--- config.mk ---
export PLATFORM = sky130hd
export DESIGN_NAME = rbsi_lane
export DESIGN_NICKNAME = d
export VERILOG_FILES = /design/src/rbsi_pkg.sv /design/src/rbsi_lane.sv
export SDC_FILE = /design/constraint.sdc
export NUM_CORES = 1
export LEC_CHECK = 0
export BUFFER_PORTS_ARGS = -buffer_cell sky130_fd_sc_hd__buf_2
export CORE_MARGIN = 1.5
export CORE_UTILIZATION = 42
export CTS_BUF_LIST = sky130_fd_sc_hd__clkbuf_4
export DETAILED_ROUTE_END_ITERATION = 8
export PLACE_DENSITY = 0.69
export SYNTH_ARGS = -nofsm -noshare
export SYNTH_HDL_FRONTEND = slang
export SYNTH_SLANG_ARGS = --single-unit
--- constraint.sdc ---
create_clock -name clock -period 3.7 [get_ports clock]
set_input_delay 0.37 -clock clock [delete_from_list [all_inputs] [get_ports clock]]
set_output_delay 0.37 -clock clock [all_outputs]
set_load 0.01 [all_outputs]
--- src/rbsi_pkg.sv ---
// Shared types and fixed latencies for the ray/box slab intersect core.
// Used by the axis lanes, the merge stage and the top level.
package rbsi_pkg;

   typedef struct packed {
      logic bounded;
      logic outside;
   } rbsi_flags_type;

   localparam int unsigned LANE_LAT  = 1;
   localparam int unsigned MERGE_LAT = 6;

endpackage

--- src/rbsi_lane.sv ---
// One axis lane: entry and exit distances of the slab as fractions num/den.
// Depends on rbsi_pkg for the flag struct.
module rbsi_lane import rbsi_pkg::*; #(
   parameter int unsigned W = 32,
   parameter int unsigned F = 16
) (
   input  logic                clock,
   input  logic                en,
   input  logic signed [W-1:0] org,
   input  logic signed [W-1:0] dir,
   output logic signed [W:0]   en_num,
   output logic signed [W:0]   ex_num,
   output logic        [W-1:0] den,
   output rbsi_flags_type      flags
);

   localparam logic signed [W:0] ONE = (W+1)'(1) << F;

   logic signed [W:0] org_e, dir_e, dir_n;
   logic signed [W:0] en_num_ff, en_num_in, ex_num_ff, ex_num_in;
   logic [W-1:0]      den_ff, den_in;
   rbsi_flags_type    flags_ff, flags_in;

   always_comb begin
      org_e = {org[W-1], org};
      dir_e = {dir[W-1], dir};
      dir_n = -dir_e;
      flags_in.bounded = (dir != '0);
      flags_in.outside = (dir == '0) && ((org_e < -ONE) || (org_e > ONE));
      if (!dir[W-1]) begin
         en_num_in = -ONE - org_e;
         ex_num_in = ONE - org_e;
         den_in    = dir_e[W-1:0];
      end else begin
         en_num_in = org_e - ONE;
         ex_num_in = org_e + ONE;
         den_in    = dir_n[W-1:0];
      end
   end

   always_ff @(posedge clock) begin
      if (en) begin
         en_num_ff <= en_num_in;
         ex_num_ff <= ex_num_in;
         den_ff    <= den_in;
         flags_ff  <= flags_in;
      end
   end

   assign en_num = en_num_ff;
   assign ex_num = ex_num_ff;
   assign den    = den_ff;
   assign flags  = flags_ff;

endmodule

Word-level counts from Yosys, hierarchy flattened:

Index checks and enable logic that the tools add are counted.

* logic and storage cells: 20
* input bits: 66
* bits in registers: 100
* output and inout bits: 100

* reductions and logical operators: 4
* multiplexer cells: 3
* $add $sub $neg: 5
* $lt $le $gt $ge: 2

Operators with widths (count)
* 33-bit two-way mux: 2
* 32-bit by 18-bit adder with 33-bit output (second input constant): 1
* 17-bit by 32-bit subtractor with 33-bit output (first input constant): 1
* 18-bit by 32-bit subtractor with 33-bit output (first input constant): 1
* 32-bit by 18-bit subtractor with 33-bit output (second input constant): 1
* 32-bit by 18-bit > comparator with 1-bit output (second input constant): 1
* 32-bit logical NOT: 1
* 32-bit by 17-bit less-than comparator with 1-bit output (second input constant): 1
* 32-bit negation: 1
* 32-bit nonzero test: 1
* 31-bit two-way mux: 1
* 1-bit logical AND: 1
* 1-bit logical OR: 1

Depth between registers and ports, before layout:

Gate-level depths: netlist (run 1).

* word-level depth: 3
* depth in mapped cells: 8
* gate-level depth less buffers: 7

Least setup slack after synthesis (run 1):

OpenSTA, ideal clock, no wires.

* kind: input -> register
* start point: input port org[17]
* end point: register ex_num_ff[30], in the netlist ex_num[30], data pin
* data arrival time: 2082 ps
* path buffers: 1
* required time: 3436 ps
* library setup time: 264 ps
* setup slack: 1354 ps
* stages on the path: 8
* path through: clkbuf_1 > inv_1 > ha_1 > nor4bb_1 > a41oi_2 > or4b_1 > o21ai_0 > xnor2_1

* cells in the longest elaborated chain, start to end: 2
* elaborated cells between the ends (all ways): 3
* classes of those cells: 2 x add/sub; 1 x mux

RTL lines
* start: declaration: RTL line rbsi_lane.sv:9 `input logic signed [W-1:0] org,`
* 18-bit by 32-bit subtractor with 33-bit output or 32-bit by 18-bit adder with 33-bit output (tied branches): RTL line rbsi_lane.sv:32, rbsi_lane.sv:36
* 33-bit two-way mux (*): RTL line rbsi_lane.sv:30 `if (!dir[W-1]) begin`
* via ex_num_in[30]: RTL line rbsi_lane.sv:20 `logic signed [W:0] en_num_ff, en_num_in, ex_num_ff, ex_num_in;`
* end signal: assignment: RTL line rbsi_lane.sv:44 `ex_num_ff <= ex_num_in;`
* end: declaration: RTL line rbsi_lane.sv:20

The timed path passes the listed nets; every way through them passes the cells marked *.
A chain may end at the register's enable or synchronous reset.

Final worst setup path (run 1):

Ends and elaborated chain as after synthesis.

==> impl_metrics.ini, run 1 <==
[run_status]
status = completed

[timing]
slew_headroom_pct = 27.7
max_freq_mhz = 448
tns_ns = 0
hold_violations = 0
period_minus_slack_ns = 2.23
finalSetupViolCount = 0
hold_slack_ns = 0.145
post-route-worst-setup-slack_ns = 1.47
finalMaxSlewViolations = 0
grt_setup_unrepaired = false
worst_pin_slew_ns = 1.08
period_share_pct = 60.3

[clock_tree]
htreeDepth = 3
cts_setup_buffers = 0
clkTransAtPathRegs_ns = 0.14
hold_buffers = 0
cts_resized = 0
clockBufferDepth = 2
cts_buffers = 9
cts_tree = done
cts_num_sinks = 83
cts.root.buffer_cell = clkbuf_4

[power_and_ir_drop]
powerDensity_nw_per_um2 = 394
p_leak_nw = 2.26
ir_drop_v = 0.000185

[global_route]
grt_pass1_wl_um = 19800
overflow = 0
antenna_found_initial = 1
grt_start_max_net_pins = 84
grt_pass1_vias = 3925
grt_usage_pct = 20.3

[min_path]
hold_path.class = primary input to flip-flop

[drt]
drt_iter0_markers = 253
first_pass_iters = 5
vias = 4009
finalWirelength_um = 12600
drc_errors = 0
viasPerCell = 5.55
ant_nets = 0
wl_per_cell_um = 17.4

[floorplan]
die-area_um2 = 12200
boundaryPins = 166
start_util_pct = 42.8
die_h_um = 110
coreArea_um2 = 11300
num_rows = 39
die_x_um = 110

[cells_and_area]
drive_above_1_share_pct = 34.3
syn_to_final_growth_pct = 20.1
num-nets-final = 647

[synth]
synth-edff-count = 83
synth.area.mux_share_pct = 0.439
synth_flop_cell = edfxtp_1
ys_types = 54
yosysSeqAreaShare_pct = 51.4
ys_seq_elements = 83
synthCells = 437
synth_nets = 510
ys_warn_count = 0
synth_top_family_by_area = simple AND/OR/NAND/NOR gates
synth_compound_area_share_pct = 12.4
synthAdderAreaFrac_pct = 1.81
ys_async_sr_fraction_pct = 0
synth_area_per_cell_um2 = 11.1
synthSimpleGateAreaFrac_pct = 14.7
synth_xor_area_share_pct = 13.2
syn_area_um2 = 4850

[setup_path]
path_max_fanout = 9
crit_arrival_ns = 2.44
worstSetupEndpointType = flip-flop
cp-start-kind = primary input
crit_type = primary input to flip-flop
cp_data_required_time_ns = 3.91

[job]
cap_viol_max_count = 0

[placed_design]
dp_hpwl_um = 9120
io_buffers = 165
globalplace.congestion = 0.888
pre_cts_ws_ns = 1.03
[metrics by stage]
stage,instances,area (µm²),utilization [%],total power [mW]
after global routing,722,5830,51.5,2.39
after floorplan,437,4850,-,1.46
final,722,5830,51.5,2.30
after detailed placement,706,5650,49.9,1.66
after global placement,706,5650,49.9,1.65
after CTS,721,5820,51.4,2.32
[synthesized netlist by cell type (8+ instances only)]
cell / instances / area share, %
edfxtp_1: 83 / 51
xnor2_1: 43 / 7.8
xor2_1: 30 / 5.4
o21ai_0: 28 / 2.9
a21oi_1: 23 / 2.4
nor2_1: 23 / 1.8
clkbuf_1: 21 / 1.6
buf_4: 17 / 2.6
inv_1: 16 / 1.2
nand2_1: 16 / 1.2
a31oi_1: 14 / 1.8
nor3_1: 12 / 1.2
nand3_1: 11 / 1.1
nor4_1: 8 / 1.0
[flip-flops by register name, indices dropped and copies added (netlist names)]
name / flops
en_num: 33
ex_num: 16
flags: 2
den: 32
[power breakdown]
part           internal [mW]  total, mW  switching, mW  leakage, nW
Combinational          0.179      0.450          0.271         1.35
Clock                  0.346      0.661          0.316       0.0941
Sequential              1.16       1.18         0.0284        0.812
[cell usage in the layout, fill, tap and decap left out, types with 4 or more instances in the layout]
cell,n
ha_1,7
o31ai_1,7
buf_2,164
a21oi_1,23
nor2_1,23
or4_1,5
nor4_2,4
nand4_1,7
nor3_1,12
o21ai_0,28
inv_1,16
nand2_1,16
nor4_1,8
xor2_1,30
buf_4,4
and2_1,4
edfxtp_1,83
or3_1,5
nand3_1,11
clkbuf_4,10
xnor2_1,43
a31oi_1,14
o41ai_1,4
[logic make-up (layout without fill, tap and decap cells)]
kind of cell	count (synthesis)	in the layout
other	0	1
muxes	2	2
adders and majority gates	7	7
xor gates and xnor gates	73	73
buffers and inverters	58	199
AOI/OAI and AO/OA	96	96
and+or+nand+nor	118	118
DFF	83	83
[critical path, cell delays in order]
cell and delay (ns):
buf_2 0.16, inv_1 0.22, ha_1 0.22, nor4bb_1 0.33, a41oi_2 0.33, or4b_1 0.59, o21ai_0 0.12, xnor2_1 0.09
[layer usage]
layer | track usage [%] | wire, µm | part of all wire [%] | up-vias
li1 | - | - | - | 1888
met1 | 26.1 | 5250 | 42 | 1929
met2 | 33.3 | 6140 | 49 | 168
met3 | 4.61 | 849 | 6.8 | 24
met4 | 7.95 | 308 | 2.5 | 0
met5 | 0 | 0 | 0 | -
[area by class of cell]
class / instances / area (µm²)
Inverter: 16 / 60.1
Fill cell: 1053 / 5490
Clock buffer: 10 / 75.1
Clock inverter: 5 / 103
Multi-Input combinational cell: 296 / 2060
Timing Repair Buffer: 168 / 851
Antenna cell: 1 / 2.50
Tap cell: 143 / 179
Sequential cell: 83 / 2490
[path summary, 6_finish.rpt]
kind,start,endpoint,slack [ns],cells past startpoint
min,dir[0],den[0]$_DFFE_PP_,0.15,1
max,org[17],ex_num[30]$_DFFE_PP_,1.47,8
Note: power is estimated with default switching activity, not from simulation.
==> run 2: changes to the inputs <==
--- a/config.mk
+++ b/config.mk
@@ -5,12 +5,13 @@
 export SDC_FILE = /design/constraint.sdc
 export NUM_CORES = 1
 export LEC_CHECK = 0
+export ABC_AREA = 1
 export BUFFER_PORTS_ARGS = -buffer_cell sky130_fd_sc_hd__buf_2
 export CORE_MARGIN = 1.5
 export CORE_UTILIZATION = 42
 export CTS_BUF_LIST = sky130_fd_sc_hd__clkbuf_4
 export DETAILED_ROUTE_END_ITERATION = 8
-export PLACE_DENSITY = 0.69
+export PLACE_DENSITY = 0.67
 export SYNTH_ARGS = -nofsm -noshare
 export SYNTH_HDL_FRONTEND = slang
 export SYNTH_SLANG_ARGS = --single-unit
==> constraint.sdc (replaced) <==
create_clock -name clock -period 2.27 [get_ports clock]
set_input_delay 0.227 -clock clock [delete_from_list [all_inputs] [get_ports clock]]
set_output_delay 0.227 -clock clock [all_outputs]
set_load 0.01 [all_outputs]
==> impl_metrics.ini, run 2 <==
[drt]
vias = 5396
drt_iter0_markers = 441
viasPerCell = 5.02
ant_nets = 0
finalWirelength_um = 15700
first_pass_iters = 5
drc_errors = 0
wl_per_cell_um = 14.6

[cells_and_area]
drive_above_1_share_pct = 23.3
syn_to_final_growth_pct = 18.8
fin_cells = 1074
num-nets-final = 966
layout_common_cells = nand2_1, buf_2, nor2_1
fillerInstances = 1292
seq_area_um2 = 2490
largest_register_ffs = 33
multiInputGateArea_um2 = 2650
layout_commonest_cell = nand2_1
insertedDiodeCount = 0

[synth]
ys_top_cells_by_area = edfxtp_1, nand2_1, nand3_1, nor2_1, xor2_1
synth-edff-count = 83
ys_seq_elements = 83
ys_warn_count = 0
syn_area_um2 = 5660
ys_async_sr_fraction_pct = 0
synth_most_common_cell = nand2_1
ys_types = 36
yosys.area.top_type = edfxtp_1
synth_common_cells = nand2_1, nor2_1, edfxtp_1
yosysSeqAreaShare_pct = 44.1
synth_area_per_cell_um2 = 7.61
synthCells = 743
synth_flop_cell = edfxtp_1
synthDominantCellAreaShare_pct = 44.1
synth_nets = 816

[setup_path]
cpMaxStageDelayCell = dlygate4sd3_1
critPathBufInv = 3
crit_arrival_ns = 2.22
cp_data_required_time_ns = 2.53
crit_type = primary input to flip-flop
path_cells = dlygate4sd3_1, buf_2, inv_1, ha_1, nand3_1, nor2_2, nand3_1, o21ai_1, nand2_1, nand2_1, nand2_1
path_max_fanout = 8
cp_slowest_stage_delay_ns = 0.53
cp-start-kind = primary input
cp_top_family = simple AND/OR/NAND/NOR gates
cp_common_cell = nand2_1
worstSetupEndpointType = flip-flop

[clock_tree]
cts_buffers = 9
htreeDepth = 3
clkTransAtPathRegs_ns = 0.15
cts_setup_buffers = 0
clockBufferDepth = 2
cts.root.buffer_cell = clkbuf_4
cts_num_sinks = 83
cts_tree = done

[floorplan]
die-area_um2 = 14200
coreArea_um2 = 13200
die_x_um = 119
die_h_um = 119
num_rows = 42
start_util_pct = 42.9
boundaryPins = 166

[timing]
slew_headroom_pct = 63.2
finalSetupViolCount = 0
period_share_pct = 86.2
finalMaxSlewViolations = 0
period_minus_slack_ns = 1.96
tns_ns = 0
worst_pin_slew_ns = 0.548
hold_slack_ns = 0.0592
max_freq_mhz = 511
grt_setup_unrepaired = false
hold_violations = 0

[job]
cap_viol_max_count = 0

[placed_design]
io_buffers = 165
globalplace.congestion = 0.986
dp_hpwl_um = 12200
dp_cells = 1056

[power_and_ir_drop]
p_leak_nw = 3.18
powerDensity_nw_per_um2 = 543
ir_drop_v = 0.000249
p_total_mw = 3.65

[global_route]
grt_pass1_vias = 4962
grt_pass1_wl_um = 24600
grt_usage_pct = 22.1
overflow = 0
grt_start_max_net_pins = 39
antenna_found_initial = 0

[run_status]
status = completed

[min_path]
hold_path.class = primary input to flip-flop
==> run 2: cell count changes after synthesis, moves of 16 or more <==
cell	previous run	this run
nand2_1	16	225
xnor2_1	43	5
clkbuf_1	21	5
inv_1	16	79
nand3_1	11	81
nor2_1	23	90
==> run 2: logic make-up after synthesis <==
family	Yosys count	synth area share, %
adders and majority gates	7	1.55
AOI/OAI and AO/OA	54	5.55
buffers and inverters	116	9.11
DFF	83	44.1
xor gates and xnor gates	40	6.19
and+or+nand+nor	443	33.5
==> run 2: cell type report <==
type,count,area share (%)
tap,176,3.28
multi-input combinational,544,39.4
clock buffer,9,1.01
sequential,83,37.1
inverter,82,4.58
timing repair buffer,173,13.5
clock inverter,7,1.14
==> run 2: stage by stage <==
stage | cell area [µm²] | setup slack [ns] | utilization (%)
after global routing | 6720 | 0.0731 | 50.9
after CTS | 6720 | 0.357 | 50.9
after floorplan | 5660 | 0.735 | -
after global placement | 6560 | 0.416 | 49.7
after detailed placement | 6560 | 0.361 | 49.7
final | 6720 | 0.312 | 50.9
==> run 2: final timing paths <==
path,from,to,slack (ns),cells after the start
worst max-delay path,org[0],en_num[24]$_DFFE_PP_,0.31,11
worst min-delay path,dir[27],den[27]$_DFFE_PP_,0.06,3
==> run 2: per-layer routing <==
metal  part of all wire [%]  up-vias  track usage (%)
met1                     44     2424             28.4
met2                     47      222             36.7
li1                       -     2723                -
met4                    2.5        0             9.41
met5                      0        -                0
met3                    6.8       27             4.07
==> run 2: what timing repair did <==
action,CTS,global route
hold endpoints to repair,2,0
resized for setup,0,0
hold buffers,2,0
==> run 2: power by group <==
group / internal [mW] / switching, mW / total (mW)
Sequential: 1.87 / 0.0461 / 1.91
Clock: 0.343 / 0.590 / 0.933
Combinational: 0.293 / 0.509 / 0.803
